[src/design/mmd_pkg.sv]
`timescale 1ns / 1ps
// Shared types and constants for the min/max decimation block.
// No dependencies.
package mmd_pkg;

  localparam int SAMPLE_BITS_DEF    = 32;
  localparam int INDEX_BITS_DEF     = 40;
  localparam int LINE_THRESHOLD_DEF = 2;

  localparam int X_BITS         = 48;
  localparam int BASE_BITS      = 64;
  localparam int SHIFT_BITS     = 6;
  localparam int CFG_INDEX_BITS = 2;
  localparam int JOB_DEPTH      = 4;
  localparam int VTX_DEPTH      = 4;

  localparam logic [CFG_INDEX_BITS-1:0] CFG_BUCKET_SHIFT = 2'd0;
  localparam logic [CFG_INDEX_BITS-1:0] CFG_LEVEL_SHIFT  = 2'd1;
  localparam logic [CFG_INDEX_BITS-1:0] CFG_VIEW_BEGIN   = 2'd2;

  typedef enum logic [1:0] {
    VK_LINE = 2'd0,
    VK_CONN = 2'd1,
    VK_BAR  = 2'd2
  } vkind_e;

  // Classification of one accepted entry, from front to back.
  typedef struct packed {
    logic line;        // line-strip mode
    logic new_bucket;  // entry opens a fresh bucket
    logic close;       // entry closes its bucket
    logic fin;         // last entry of the view
  } job_ctl_t;

endpackage

[src/design/mmd_fifo.sv]
`timescale 1ns / 1ps
// Small show-ahead queue with registered storage.
// Used between front and back and in front of the result ports; needs no package.
module mmd_fifo #(
  parameter int WIDTH = 8,
  parameter int DEPTH = 4
) (
  input  logic             clk_i,
  input  logic             rst_ni,
  input  logic             push_i,
  input  logic [WIDTH-1:0] wdata_i,
  output logic             full_o,
  input  logic             pop_i,
  output logic [WIDTH-1:0] rdata_o,
  output logic             empty_o
);

  localparam int AW = (DEPTH > 1) ? $clog2(DEPTH) : 1;
  localparam int CW = $clog2(DEPTH + 1);

  logic [WIDTH-1:0] mem_q [DEPTH];
  logic [AW-1:0]    wptr_q, wptr_d, rptr_q, rptr_d;
  logic [CW-1:0]    count_q, count_d;
  logic             do_push, do_pop;

  assign full_o  = (count_q == CW'(DEPTH));
  assign empty_o = (count_q == '0);
  assign do_push = push_i && !full_o;
  assign do_pop  = pop_i && !empty_o;
  assign rdata_o = mem_q[rptr_q];

  always_comb begin
    wptr_d  = wptr_q;
    rptr_d  = rptr_q;
    count_d = count_q;
    if (do_push) begin
      wptr_d = (wptr_q == AW'(DEPTH - 1)) ? '0 : wptr_q + AW'(1);
    end
    if (do_pop) begin
      rptr_d = (rptr_q == AW'(DEPTH - 1)) ? '0 : rptr_q + AW'(1);
    end
    if (do_push && !do_pop) begin
      count_d = count_q + CW'(1);
    end else if (do_pop && !do_push) begin
      count_d = count_q - CW'(1);
    end
  end

  always_ff @(posedge clk_i or negedge rst_ni) begin
    if (!rst_ni) begin
      wptr_q  <= '0;
      rptr_q  <= '0;
      count_q <= '0;
    end else begin
      wptr_q  <= wptr_d;
      rptr_q  <= rptr_d;
      count_q <= count_d;
    end
  end

  always_ff @(posedge clk_i) begin
    if (do_push) begin
      mem_q[wptr_q] <= wdata_i;
    end
  end

endmodule

[src/design/mmd_front.sv]
`timescale 1ns / 1ps
// Front end: classifies each accepted entry (line mode, bucket open/close)
// and tracks the open bucket's start index. Depends on mmd_pkg.
module mmd_front #(
  parameter int INDEX_BITS     = mmd_pkg::INDEX_BITS_DEF,
  parameter int SAMPLE_BITS    = mmd_pkg::SAMPLE_BITS_DEF,
  parameter int LINE_THRESHOLD = mmd_pkg::LINE_THRESHOLD_DEF
) (
  input  logic                                clk_i,
  input  logic                                rst_ni,
  input  logic [mmd_pkg::SHIFT_BITS-1:0]      bucket_shift_i,
  input  logic [mmd_pkg::SHIFT_BITS-1:0]      level_shift_i,
  input  logic                                accept_i,
  input  logic signed [SAMPLE_BITS-1:0]       sample_low_i,
  input  logic signed [SAMPLE_BITS-1:0]       sample_high_i,
  input  logic [INDEX_BITS-1:0]               entry_index_i,
  input  logic                                final_entry_i,
  output mmd_pkg::job_ctl_t                   job_ctl_o,
  output logic signed [SAMPLE_BITS-1:0]       job_lo_o,
  output logic signed [SAMPLE_BITS-1:0]       job_hi_o,
  output logic [INDEX_BITS-1:0]               job_pos_o
);
  import mmd_pkg::*;

  logic                  bucket_open_q, bucket_open_d;
  logic [INDEX_BITS-1:0] bucket_start_q, bucket_start_d;
  logic [SHIFT_BITS-1:0] ls_c, d_shift;
  logic [INDEX_BITS-1:0] low_mask, start_eff;
  logic                  line_mode, same_bucket, new_bucket, close;

  always_comb begin
    ls_c        = (level_shift_i > bucket_shift_i) ? bucket_shift_i : level_shift_i;
    line_mode   = (ls_c == '0) && (bucket_shift_i < SHIFT_BITS'(LINE_THRESHOLD));
    d_shift     = bucket_shift_i - ls_c;
    low_mask    = ~({INDEX_BITS{1'b1}} << d_shift);
    same_bucket = ((entry_index_i ^ bucket_start_q) & ~low_mask) == '0;
    new_bucket  = !bucket_open_q || !same_bucket;
    // a bucket wider than the index space never reaches its last index
    close       = final_entry_i ||
                  ((int'(d_shift) <= INDEX_BITS) && ((entry_index_i & low_mask) == low_mask));
    start_eff   = new_bucket ? (entry_index_i & ~low_mask) : bucket_start_q;

    job_ctl_o.line       = line_mode;
    job_ctl_o.new_bucket = new_bucket;
    job_ctl_o.close      = close;
    job_ctl_o.fin        = final_entry_i;
    job_lo_o             = sample_low_i;
    // raw samples carry their value in the low field only
    job_hi_o             = (ls_c == '0) ? sample_low_i : sample_high_i;
    job_pos_o            = line_mode ? entry_index_i : start_eff;
  end

  always_comb begin
    bucket_open_d  = bucket_open_q;
    bucket_start_d = bucket_start_q;
    if (accept_i) begin
      if (line_mode) begin
        if (final_entry_i) begin
          bucket_open_d = 1'b0;
        end
      end else begin
        bucket_open_d  = !close;
        bucket_start_d = start_eff;
      end
    end
  end

  always_ff @(posedge clk_i or negedge rst_ni) begin
    if (!rst_ni) begin
      bucket_open_q  <= 1'b0;
      bucket_start_q <= '0;
    end else begin
      bucket_open_q  <= bucket_open_d;
      bucket_start_q <= bucket_start_d;
    end
  end

endmodule

[src/design/mmd_back.sv]
`timescale 1ns / 1ps
// Back end: running min/max, previous bucket, and the vertex emitter that
// expands a closed bucket or a line point into one to four vertices. Depends on mmd_pkg.
module mmd_back #(
  parameter int INDEX_BITS  = mmd_pkg::INDEX_BITS_DEF,
  parameter int SAMPLE_BITS = mmd_pkg::SAMPLE_BITS_DEF
) (
  input  logic                                 clk_i,
  input  logic                                 rst_ni,
  input  logic [mmd_pkg::SHIFT_BITS-1:0]       bucket_shift_i,
  input  logic [mmd_pkg::SHIFT_BITS-1:0]       level_shift_i,
  input  logic signed [mmd_pkg::X_BITS-1:0]    view_begin_i,
  input  logic                                 job_valid_i,
  output logic                                 job_pop_o,
  input  mmd_pkg::job_ctl_t                    job_ctl_i,
  input  logic signed [SAMPLE_BITS-1:0]        job_lo_i,
  input  logic signed [SAMPLE_BITS-1:0]        job_hi_i,
  input  logic [INDEX_BITS-1:0]                job_pos_i,
  input  logic                                 vtx_full_i,
  output logic                                 vtx_push_o,
  output logic signed [mmd_pkg::X_BITS-1:0]    vtx_x_o,
  output logic signed [SAMPLE_BITS-1:0]        vtx_y_o,
  output mmd_pkg::vkind_e                      vtx_kind_o,
  output logic                                 vtx_last_o
);
  import mmd_pkg::*;

  localparam logic signed [SAMPLE_BITS-1:0] MAX_VAL = {1'b0, {(SAMPLE_BITS-1){1'b1}}};
  localparam logic signed [SAMPLE_BITS-1:0] MIN_VAL = {1'b1, {(SAMPLE_BITS-1){1'b0}}};
  localparam logic [1:0] STEP_CONN0 = 2'd0;
  localparam logic [1:0] STEP_CONN1 = 2'd1;
  localparam logic [1:0] STEP_BAR0  = 2'd2;
  localparam logic [1:0] STEP_LAST  = 2'd3;

  // bucket accumulation
  logic signed [SAMPLE_BITS-1:0] run_min_q, run_min_d, run_max_q, run_max_d;
  logic signed [SAMPLE_BITS-1:0] prev_min_q, prev_min_d, prev_max_q, prev_max_d;
  logic                          prev_valid_q, prev_valid_d;
  logic signed [SAMPLE_BITS-1:0] nmin, nmax;
  logic                          need_emit, job_take;

  // capture stage
  logic                          e1_valid_q, e1_valid_d;
  logic                          e1_line_q, e1_pvalid_q;
  logic [INDEX_BITS-1:0]         e1_pos_q;
  logic signed [SAMPLE_BITS-1:0] e1_min_q, e1_max_q, e1_pmin_q, e1_pmax_q;
  logic                          e1_free, e1_move;

  // emit stage
  logic                          e2_valid_q, e2_valid_d;
  logic [1:0]                    e2_step_q, e2_step_d;
  logic                          e2_line_q;
  logic [BASE_BITS-1:0]          e2_base_q;
  logic signed [SAMPLE_BITS-1:0] e2_midp_q, e2_midc_q, e2_min_q, e2_max_q;
  logic                          e2_free, e2_done;

  // capture-to-emit arithmetic
  logic [SHIFT_BITS-1:0]         ls_c;
  logic [BASE_BITS-1:0]          half, pos64, vb64, base_calc;
  logic                          conn_calc;
  logic signed [SAMPLE_BITS:0]   sum_p, sum_c;
  logic [BASE_BITS-1:0]          base_sel;
  logic signed [BASE_BITS-1:0]   x_full;

  assign need_emit = job_ctl_i.line || job_ctl_i.close;
  assign e2_done   = vtx_push_o && (e2_step_q == STEP_LAST);
  assign e2_free   = !e2_valid_q || e2_done;
  assign e1_move   = e1_valid_q && e2_free;
  assign e1_free   = !e1_valid_q || e1_move;
  assign job_pop_o = job_valid_i && (!need_emit || e1_free);
  assign job_take  = job_pop_o;

  always_comb begin
    if (job_ctl_i.new_bucket) begin
      nmin = job_lo_i;
      nmax = job_hi_i;
    end else begin
      nmin = (job_lo_i < run_min_q) ? job_lo_i : run_min_q;
      nmax = (run_max_q < job_hi_i) ? job_hi_i : run_max_q;
    end
  end

  always_comb begin
    run_min_d    = run_min_q;
    run_max_d    = run_max_q;
    prev_min_d   = prev_min_q;
    prev_max_d   = prev_max_q;
    prev_valid_d = prev_valid_q;
    if (job_take) begin
      if (job_ctl_i.line) begin
        if (job_ctl_i.fin) begin
          prev_valid_d = 1'b0;
          run_min_d    = MAX_VAL;
          run_max_d    = MIN_VAL;
        end
      end else if (job_ctl_i.close) begin
        prev_min_d   = nmin;
        prev_max_d   = nmax;
        prev_valid_d = !job_ctl_i.fin;
        run_min_d    = MAX_VAL;
        run_max_d    = MIN_VAL;
      end else begin
        run_min_d = nmin;
        run_max_d = nmax;
      end
    end
  end

  always_comb begin
    ls_c      = (level_shift_i > bucket_shift_i) ? bucket_shift_i : level_shift_i;
    half      = (bucket_shift_i == '0) ? '0
              : (BASE_BITS'(1) << (bucket_shift_i - SHIFT_BITS'(1)));
    pos64     = BASE_BITS'(e1_pos_q);
    vb64      = {{(BASE_BITS-X_BITS){view_begin_i[X_BITS-1]}}, view_begin_i};
    base_calc = e1_line_q ? (pos64 - vb64) : ((pos64 << ls_c) + half - vb64);
    // touching ranges count as disjoint
    conn_calc = e1_pvalid_q && (!(e1_min_q < e1_pmax_q) || !(e1_pmin_q < e1_max_q));
    sum_p     = {e1_pmin_q[SAMPLE_BITS-1], e1_pmin_q} + {e1_pmax_q[SAMPLE_BITS-1], e1_pmax_q};
    sum_c     = {e1_min_q[SAMPLE_BITS-1], e1_min_q} + {e1_max_q[SAMPLE_BITS-1], e1_max_q};
  end

  always_comb begin
    e1_valid_d = e1_valid_q;
    if (job_take && need_emit) begin
      e1_valid_d = 1'b1;
    end else if (e1_move) begin
      e1_valid_d = 1'b0;
    end
    e2_valid_d = e2_valid_q;
    e2_step_d  = e2_step_q;
    if (e1_move) begin
      e2_valid_d = 1'b1;
      e2_step_d  = e1_line_q ? STEP_LAST : (conn_calc ? STEP_CONN0 : STEP_BAR0);
    end else if (e2_done) begin
      e2_valid_d = 1'b0;
    end else if (vtx_push_o) begin
      e2_step_d = e2_step_q + 2'd1;
    end
  end

  always_ff @(posedge clk_i or negedge rst_ni) begin
    if (!rst_ni) begin
      run_min_q    <= MAX_VAL;
      run_max_q    <= MIN_VAL;
      prev_min_q   <= '0;
      prev_max_q   <= '0;
      prev_valid_q <= 1'b0;
      e1_valid_q   <= 1'b0;
      e2_valid_q   <= 1'b0;
      e2_step_q    <= STEP_LAST;
    end else begin
      run_min_q    <= run_min_d;
      run_max_q    <= run_max_d;
      prev_min_q   <= prev_min_d;
      prev_max_q   <= prev_max_d;
      prev_valid_q <= prev_valid_d;
      e1_valid_q   <= e1_valid_d;
      e2_valid_q   <= e2_valid_d;
      e2_step_q    <= e2_step_d;
    end
  end

  always_ff @(posedge clk_i) begin
    if (job_take && need_emit) begin
      e1_line_q   <= job_ctl_i.line;
      e1_pos_q    <= job_pos_i;
      e1_min_q    <= job_ctl_i.line ? job_lo_i : nmin;
      e1_max_q    <= job_ctl_i.line ? job_lo_i : nmax;
      e1_pmin_q   <= prev_min_q;
      e1_pmax_q   <= prev_max_q;
      e1_pvalid_q <= prev_valid_q;
    end
    if (e1_move) begin
      e2_line_q <= e1_line_q;
      e2_base_q <= base_calc;
      e2_midp_q <= sum_p[SAMPLE_BITS:1];
      e2_midc_q <= sum_c[SAMPLE_BITS:1];
      e2_min_q  <= e1_min_q;
      e2_max_q  <= e1_max_q;
    end
  end

  // vertex select, one per cycle while the result queue has room
  always_comb begin
    base_sel   = (e2_step_q == STEP_CONN0) ? (e2_base_q - BASE_BITS'(1)) : e2_base_q;
    x_full     = $signed(base_sel) >>> bucket_shift_i;
    vtx_x_o    = x_full[X_BITS-1:0];
    vtx_push_o = e2_valid_q && !vtx_full_i;
    vtx_last_o = (e2_step_q == STEP_LAST);
    case (e2_step_q)
      STEP_CONN0: begin
        vtx_y_o    = e2_midp_q;
        vtx_kind_o = VK_CONN;
      end
      STEP_CONN1: begin
        vtx_y_o    = e2_midc_q;
        vtx_kind_o = VK_CONN;
      end
      STEP_BAR0: begin
        vtx_y_o    = e2_min_q;
        vtx_kind_o = VK_BAR;
      end
      default: begin
        vtx_y_o    = e2_max_q;
        vtx_kind_o = e2_line_q ? VK_LINE : VK_BAR;
      end
    endcase
  end

endmodule

[src/design/minmax_decimation_plot_vertices.sv]
`timescale 1ns / 1ps
// Top level of the min/max decimation block: configuration registers, front end,
// job queue, back end and result queue. Depends on mmd_pkg, mmd_fifo, mmd_front, mmd_back.
//
//  channel   | handshake              | payload
//  ----------+------------------------+-----------------------------------------------
//  input     | push / full            | sample_low_i sample_high_i entry_index_i final_entry_i
//  result    | empty / pop            | x_coord_o y_coord_o vertex_kind_o last_of_run_o
//  config    | cfg_valid_i/cfg_ready_o| cfg_index_i cfg_data_i
//
// One entry is accepted per cycle. A line point or a closed bucket becomes 1, 2 or 4
// vertices, written one per cycle by the back-end emitter; that emitter sets the
// sustained rate when closing buckets yield more vertices than entries arrive. A result
// passes the job queue, the capture and emit stages and the result queue before it
// reaches the ports. Reset clears all control state at once, no clearing pass. full rises
// when the 4-entry job queue fills; the emitter holds when the 4-entry result queue is full.
module minmax_decimation_plot_vertices #(
  parameter int SAMPLE_BITS    = mmd_pkg::SAMPLE_BITS_DEF,
  parameter int INDEX_BITS     = mmd_pkg::INDEX_BITS_DEF,
  parameter int LINE_THRESHOLD = mmd_pkg::LINE_THRESHOLD_DEF
) (
  input  logic                                  clk_i,
  input  logic                                  rst_ni,
  input  logic                                  push,
  output logic                                  full,
  input  logic signed [SAMPLE_BITS-1:0]         sample_low_i,
  input  logic signed [SAMPLE_BITS-1:0]         sample_high_i,
  input  logic [INDEX_BITS-1:0]                 entry_index_i,
  input  logic                                  final_entry_i,
  output logic                                  empty,
  input  logic                                  pop,
  output logic signed [mmd_pkg::X_BITS-1:0]     x_coord_o,
  output logic signed [SAMPLE_BITS-1:0]         y_coord_o,
  output logic [1:0]                            vertex_kind_o,
  output logic                                  last_of_run_o,
  input  logic                                  cfg_valid_i,
  output logic                                  cfg_ready_o,
  input  logic [mmd_pkg::CFG_INDEX_BITS-1:0]    cfg_index_i,
  input  logic [mmd_pkg::X_BITS-1:0]            cfg_data_i
);
  import mmd_pkg::*;

  localparam int CTL_W = $bits(job_ctl_t);
  localparam int JOB_W = CTL_W + 2 * SAMPLE_BITS + INDEX_BITS;
  localparam int VTX_W = X_BITS + SAMPLE_BITS + 2 + 1;

  logic [SHIFT_BITS-1:0]         bucket_shift_q, level_shift_q;
  logic signed [X_BITS-1:0]      view_begin_q;

  logic                          accept;
  job_ctl_t                      f_ctl, b_ctl;
  logic signed [SAMPLE_BITS-1:0] f_lo, f_hi, b_lo, b_hi;
  logic [INDEX_BITS-1:0]         f_pos, b_pos;
  logic [JOB_W-1:0]              job_wdata, job_rdata;
  logic                          job_empty, job_pop;

  logic                          vtx_push, vtx_full, vtx_last;
  logic signed [X_BITS-1:0]      vtx_x;
  logic signed [SAMPLE_BITS-1:0] vtx_y;
  vkind_e                        vtx_kind;
  logic [VTX_W-1:0]              vtx_wdata, vtx_rdata;

  assign cfg_ready_o = 1'b1;

  always_ff @(posedge clk_i or negedge rst_ni) begin
    if (!rst_ni) begin
      bucket_shift_q <= '0;
      level_shift_q  <= '0;
      view_begin_q   <= '0;
    end else if (cfg_valid_i && cfg_ready_o) begin
      unique case (cfg_index_i)
        CFG_BUCKET_SHIFT: bucket_shift_q <= cfg_data_i[SHIFT_BITS-1:0];
        CFG_LEVEL_SHIFT:  level_shift_q  <= cfg_data_i[SHIFT_BITS-1:0];
        CFG_VIEW_BEGIN:   view_begin_q   <= cfg_data_i;
        default: ;
      endcase
    end
  end

  assign accept = push && !full;

  mmd_front #(
    .INDEX_BITS    (INDEX_BITS),
    .SAMPLE_BITS   (SAMPLE_BITS),
    .LINE_THRESHOLD(LINE_THRESHOLD)
  ) u_front (
    .clk_i         (clk_i),
    .rst_ni        (rst_ni),
    .bucket_shift_i(bucket_shift_q),
    .level_shift_i (level_shift_q),
    .accept_i      (accept),
    .sample_low_i  (sample_low_i),
    .sample_high_i (sample_high_i),
    .entry_index_i (entry_index_i),
    .final_entry_i (final_entry_i),
    .job_ctl_o     (f_ctl),
    .job_lo_o      (f_lo),
    .job_hi_o      (f_hi),
    .job_pos_o     (f_pos)
  );

  assign job_wdata = {f_ctl, f_lo, f_hi, f_pos};

  mmd_fifo #(
    .WIDTH(JOB_W),
    .DEPTH(JOB_DEPTH)
  ) u_job_q (
    .clk_i  (clk_i),
    .rst_ni (rst_ni),
    .push_i (accept),
    .wdata_i(job_wdata),
    .full_o (full),
    .pop_i  (job_pop),
    .rdata_o(job_rdata),
    .empty_o(job_empty)
  );

  assign {b_ctl, b_lo, b_hi, b_pos} = job_rdata;

  mmd_back #(
    .INDEX_BITS (INDEX_BITS),
    .SAMPLE_BITS(SAMPLE_BITS)
  ) u_back (
    .clk_i         (clk_i),
    .rst_ni        (rst_ni),
    .bucket_shift_i(bucket_shift_q),
    .level_shift_i (level_shift_q),
    .view_begin_i  (view_begin_q),
    .job_valid_i   (!job_empty),
    .job_pop_o     (job_pop),
    .job_ctl_i     (b_ctl),
    .job_lo_i      (b_lo),
    .job_hi_i      (b_hi),
    .job_pos_i     (b_pos),
    .vtx_full_i    (vtx_full),
    .vtx_push_o    (vtx_push),
    .vtx_x_o       (vtx_x),
    .vtx_y_o       (vtx_y),
    .vtx_kind_o    (vtx_kind),
    .vtx_last_o    (vtx_last)
  );

  assign vtx_wdata = {vtx_x, vtx_y, 2'(vtx_kind), vtx_last};

  mmd_fifo #(
    .WIDTH(VTX_W),
    .DEPTH(VTX_DEPTH)
  ) u_vtx_q (
    .clk_i  (clk_i),
    .rst_ni (rst_ni),
    .push_i (vtx_push),
    .wdata_i(vtx_wdata),
    .full_o (vtx_full),
    .pop_i  (pop),
    .rdata_o(vtx_rdata),
    .empty_o(empty)
  );

  assign {x_coord_o, y_coord_o, vertex_kind_o, last_of_run_o} = vtx_rdata;

endmodule

[config.mk]
export PLATFORM = sky130hd
export DESIGN_NAME = minmax_decimation_plot_vertices
export DESIGN_NICKNAME = d
export VERILOG_FILES = /design/src/design/mmd_pkg.sv /design/src/design/mmd_fifo.sv /design/src/design/mmd_front.sv /design/src/design/mmd_back.sv /design/src/design/minmax_decimation_plot_vertices.sv
export SDC_FILE = /design/constraint.sdc
export NUM_CORES = 2
export LEC_CHECK = 0
export BUFFER_PORTS_ARGS = -buffer_cell sky130_fd_sc_hd__buf_2
export CAP_MARGIN = 10
export CORE_ASPECT_RATIO = 0.75
export CORE_MARGIN = 5
export CORE_UTILIZATION = 55
export DETAILED_ROUTE_END_ITERATION = 8
export PLACE_DENSITY = 0.72
export SYNTH_ARGS = -nofsm -noshare
export SYNTH_HDL_FRONTEND = slang
export SYNTH_SLANG_ARGS = --single-unit
[constraint.sdc]
create_clock -name clk_i -period 17.7 [get_ports clk_i]
set_clock_uncertainty 0.15 [all_clocks]
set_input_delay 5.31 -clock clk_i [delete_from_list [all_inputs] [get_ports clk_i]]
set_output_delay 5.31 -clock clk_i [all_outputs]
set_load 0.005 [all_outputs]
==> impl_summary.txt <==
----------------------------------------------------
[Outcome]
  Outcome ... finished, final reports clean

[Timing]
  Final period util ... 58.2%
  Setup tns final ... 0 ns
  Final Critical Period ... 10.30 ns
  Worst rel slew slack ... 9.92%
  Top achievable clock speed ... slightly below 0.1 GHz
  Transition time of the tightest slew-check pin ... 1.35 ns
  Fin. Hold Viols ... 0
  Worst Slack Setup Final ... ~7.4 ns
  Setup violations, final ... 0
  Setup repair after global routing missed its margin ... false
  Number of pins with negative max-slew slack in the final report ... 0

[Die]
  Count of boundary I/O pins ... 246
  Floorplan core area ... 136000 µm²
  Die Y ... 331 µm
  X dimension of the die ... ~440 µm
  Initial core utilization ... 55.6%
  Area enclosed by the die boundary ... 145000 µm²
  Cell Rows ... between 100 and 150

[Clocking]
  Number of CTS-inserted buffers ... 136
  Clock Tree Root ... sky130_fd_sc_hd__clkbuf_16
  Post-CTS setup buffer count ... 0
  CTS H-Tree Depth ... 4
  Largest buffer count on any clock path ... 3
  TritonCTS clock tree ... yes
  Reg clk slew, reported paths ... around 0.070 ns
  Insertion delay to the later sink of the worst-skew pair ... around 0.79 ns
  CTS hold repair buffers ... 0
  Number of cells upsized or downsized after cts ... 0
  Clock Sinks ... 1375

[Placed design]
  Worst slack, placed ... 7.79 ns
  Instance area at placement ... a little under 80000 µm²
  Dpl hpwl ... 154000 µm
  Routability-driven placement congestion ratio ... 1.01
  Number of port buffers ... 244

[Synthesis]
  Largest family of logic cells by synthesized area ... compound AO/OA/AOI/OAI gates
  Ys Warns ... 0
  Post-synthesis share of cell area spent on xor and xnor gates ... 2.86%
  Post-synthesis mux area share ... about an eighth
  Fraction of synthesis flops using an asynchronous set or reset pin ... a little under a fifth
  Number of enable flip-flop cells after synthesis ... 1127
  Complex-gate fraction of the synthesized area ... around an eighth
  Unique cell type count in the Yosys netlist ... 95
  Number of instances in the synthesized netlist ... 6233
  Adder-Cell Fraction of Synth Area ... 7.06%
  Mean cell area of the mapped netlist ... 12.1 µm²
  Net Count, Synth ... 6779
  Commonest register cell after synthesis ... sky130_fd_sc_hd__edfxtp_1
  Post-synthesis instance area ... 75700 µm²
  Simple logic cell fraction of the synthesized area ... 8.31%
  Part of the Yosys area used for sequential elements ... 53.0%
  Post-synthesis register bit count ... 1375

[Routing]
  WL met2 ... 88000 µm
  DRC marker count from the first detailed-route iteration ... 6901
  Routed wire length ... 211000 µm
  Via/cell ratio ... 6.39
  Antenna violation net count after detailed routing ... 0
  Detailed-route wire length per cell ... between 20 and 30 µm
  Highest metal layer used by the detailed router ... met5
  Detailed Routing Iterations Pass 1 ... 6
  Detailed-routed wire length on met3 ... roughly 21000 µm
  DRC ... 0
  Wire length on met1 ... between 90000 and 100000 µm
  Via total after detailed routing ... 52900

[Global routing]
  Antenna violations before repair ... 10
  Gr ovfl total ... 0
  Number of global-route vias before repair ... 50200
  Global-route wire length before repair ... between 300000 and 400000 µm
  Largest net degree at the start of global routing ... 171
  Tot GR Track Use ... 28.6%

[Min path]
  Worst hold path class ... reg2reg
  Number of cells traversed by the worst hold path ... 0

[Worst setup path]
  Destination of the critical timing path ... u_back.e2_base_q[62]$_DFFE_PP_
  Reg-to-reg endpoint ... u_back.e2_base_q[62]$_DFFE_PP_
  Crit path kind ... reg2reg
  Sum of buffers and inverters on the critical path ... 4
  Reg-to-reg startpoint ... bucket_shift_q[2]$_DFFE_PN0P_
  Reg-to-reg slack, setup ... 7.40 ns
  Family with the most delay on the worst path ... compound AO/OA/AOI/OAI gates
  Crit-path slowest cell ... sky130_fd_sc_hd__a2111oi_0
  Crit path largest cell delay ... 0.86 ns
  Crit path launch ... bucket_shift_q[2]$_DFFE_PN0P_
  CP required ... 18.04 ns
  Critical path startpoint category ... flip-flop
  Crit path capture type ... flip-flop
  R2R cell count ... 30
  Largest fanout on the critical path ... 32
  Logic depth of the worst path, buffers included ... 30
  Arrival time at the worst endpoint ... approximately 11 ns

[Final layout]
  Most used cells in the layout excluding fill and tap cells ... 1127 x sky130_fd_sc_hd__edfxtp_1, 431 x sky130_fd_sc_hd__o21ai_0, 413 x sky130_fd_sc_hd__nand2_1
  Most common library cell in the layout ignoring fill and taps ... sky130_fd_sc_hd__edfxtp_1
  Layout area overhead ... 9.90%
  Final nets ... 6922
  Fin area ... between 80000 and 90000 µm²
  Layout cell share with drive strength beyond 1 ... around 15%
  Util after Layout ... 61.1%

[Job]
  Max Cap Violations ... 0

----------------------------------------------------
==> synthesized netlist by cell type (19+ instances only) <==
master	instances	area share [%]
sky130_fd_sc_hd__a211oi_1	57	0.57
sky130_fd_sc_hd__a21o_1	126	1.2
sky130_fd_sc_hd__a21oi_1	361	2.4
sky130_fd_sc_hd__a221o_1	26	0.34
sky130_fd_sc_hd__a222oi_1	32	0.42
sky130_fd_sc_hd__a22o_1	59	0.68
sky130_fd_sc_hd__a31oi_1	45	0.37
sky130_fd_sc_hd__and2_1	32	0.26
sky130_fd_sc_hd__and3_1	35	0.29
sky130_fd_sc_hd__buf_1	56	0.28
sky130_fd_sc_hd__clkbuf_1	240	1.2
sky130_fd_sc_hd__dfrtp_1	214	7.1
sky130_fd_sc_hd__dfstp_2	34	1.2
sky130_fd_sc_hd__edfxtp_1	1127	45
sky130_fd_sc_hd__fa_1	68	1.8
sky130_fd_sc_hd__ha_1	318	5.3
sky130_fd_sc_hd__inv_1	363	1.8
sky130_fd_sc_hd__mux2_1	24	0.36
sky130_fd_sc_hd__mux2_2	132	2.0
sky130_fd_sc_hd__mux2i_1	322	4.3
sky130_fd_sc_hd__mux4_2	196	5.8
sky130_fd_sc_hd__nand2_1	413	2.0
sky130_fd_sc_hd__nand2b_1	59	0.49
sky130_fd_sc_hd__nand3_1	84	0.56
sky130_fd_sc_hd__nand4_1	45	0.37
sky130_fd_sc_hd__nor2_1	404	2.0
sky130_fd_sc_hd__nor2b_1	41	0.34
sky130_fd_sc_hd__nor3_1	92	0.61
sky130_fd_sc_hd__nor4_1	25	0.21
sky130_fd_sc_hd__o211ai_1	34	0.34
sky130_fd_sc_hd__o21a_1	52	0.52
sky130_fd_sc_hd__o21ai_0	434	2.9
sky130_fd_sc_hd__o21ai_1	19	0.13
sky130_fd_sc_hd__o21bai_1	22	0.22
sky130_fd_sc_hd__o22a_1	32	0.37
sky130_fd_sc_hd__o22ai_1	42	0.35
sky130_fd_sc_hd__o31ai_1	23	0.23
sky130_fd_sc_hd__or2_2	21	0.17
sky130_fd_sc_hd__or3_1	39	0.32
sky130_fd_sc_hd__xnor2_1	154	1.8
sky130_fd_sc_hd__xor2_1	93	1.1
==> worst reg2reg max path, delay by kind of cell (launching register included) <==
kind / cells / cell delay (ns)
AOI/OAI and AO/OA: 15 / 5.03
xor gates and xnor gates: 1 / 0.20
adders and majority gates: 3 / 1.22
buffers and inverters: 4 / 1.14
DFF: 1 / 0.73
muxes: 1 / 0.66
and+or+nand+nor: 6 / 0.86
==> flip-flops by register name, summed over array words and instances, names as in the netlist, 40 cells and up <==
name / cells
u_job_q.mem_q: 432
u_back.e2_base_q: 64
u_front.bucket_start_q: 40
u_back.e1_pos_q: 40
view_begin_q: 48
u_vtx_q.mem_q: 332
==> cells by family after synthesis <==
family                   after synthesis
multiplexers                         676
AO/OA/AOI/OAI                       1515
other                                  1
adder cells (fa/ha/maj)              386
AND/OR/NAND/NOR                     1346
buffers and inverters                687
XOR/XNOR                             247
flip-flops                          1375
==> layer usage <==
metal	global-route usage, %	vias to the layer above
met3	5.95	303
met1	46.2	26200
met5	0	-
li1	-	23800
met2	39.4	2587
met4	6.44	4
==> stage by stage <==
stage               hold slack, ns  cells
global route                 0.303   8276
global placement             0.281   8022
floorplan                    0.275   6233
detailed placement           0.280   8022
CTS                          0.291   8272
finish                       0.293   8277
==> layout make-up <==
| cell class | count | area (µm²) |
|---|---|---|
| diodes | 4 | 10.0 |
| clock buffers | 182 | 3780 |
| clock inverters | 68 | 701 |
| fillers | 10700 | 53000 |
| inverters | 368 | 1390 |
| multi-input cells | 4171 | 33100 |
| flip-flops and latches | 1375 | 40100 |
| well taps | 1785 | 2230 |
| repair buffers | 324 | 1880 |
==> worst min path at each step <==
stage | startpoint | to | slack [ns]
global route | u_back.prev_min_q[21]$_DFFE_PN0P_ | u_back.e1_pmin_q[21]$_DFFE_PP_ | 0.30
global placement | u_back.prev_max_q[12]$_DFFE_PN0P_ | u_back.e1_pmax_q[12]$_DFFE_PP_ | 0.28
CTS | u_back.prev_max_q[23]$_DFFE_PN0P_ | u_back.e1_pmax_q[23]$_DFFE_PP_ | 0.29
finish | u_back.prev_max_q[23]$_DFFE_PN0P_ | u_back.e1_pmax_q[23]$_DFFE_PP_ | 0.29
detailed placement | u_back.prev_max_q[14]$_DFFE_PN0P_ | u_back.e1_pmax_q[14]$_DFFE_PP_ | 0.28
floorplan | u_back.prev_max_q[0]$_DFFE_PN0P_ | u_back.e1_pmax_q[0]$_DFFE_PP_ | 0.27
Power is not shown: default switching activity piles up to over one toggle a cycle in this logic, so the estimate is an artifact.
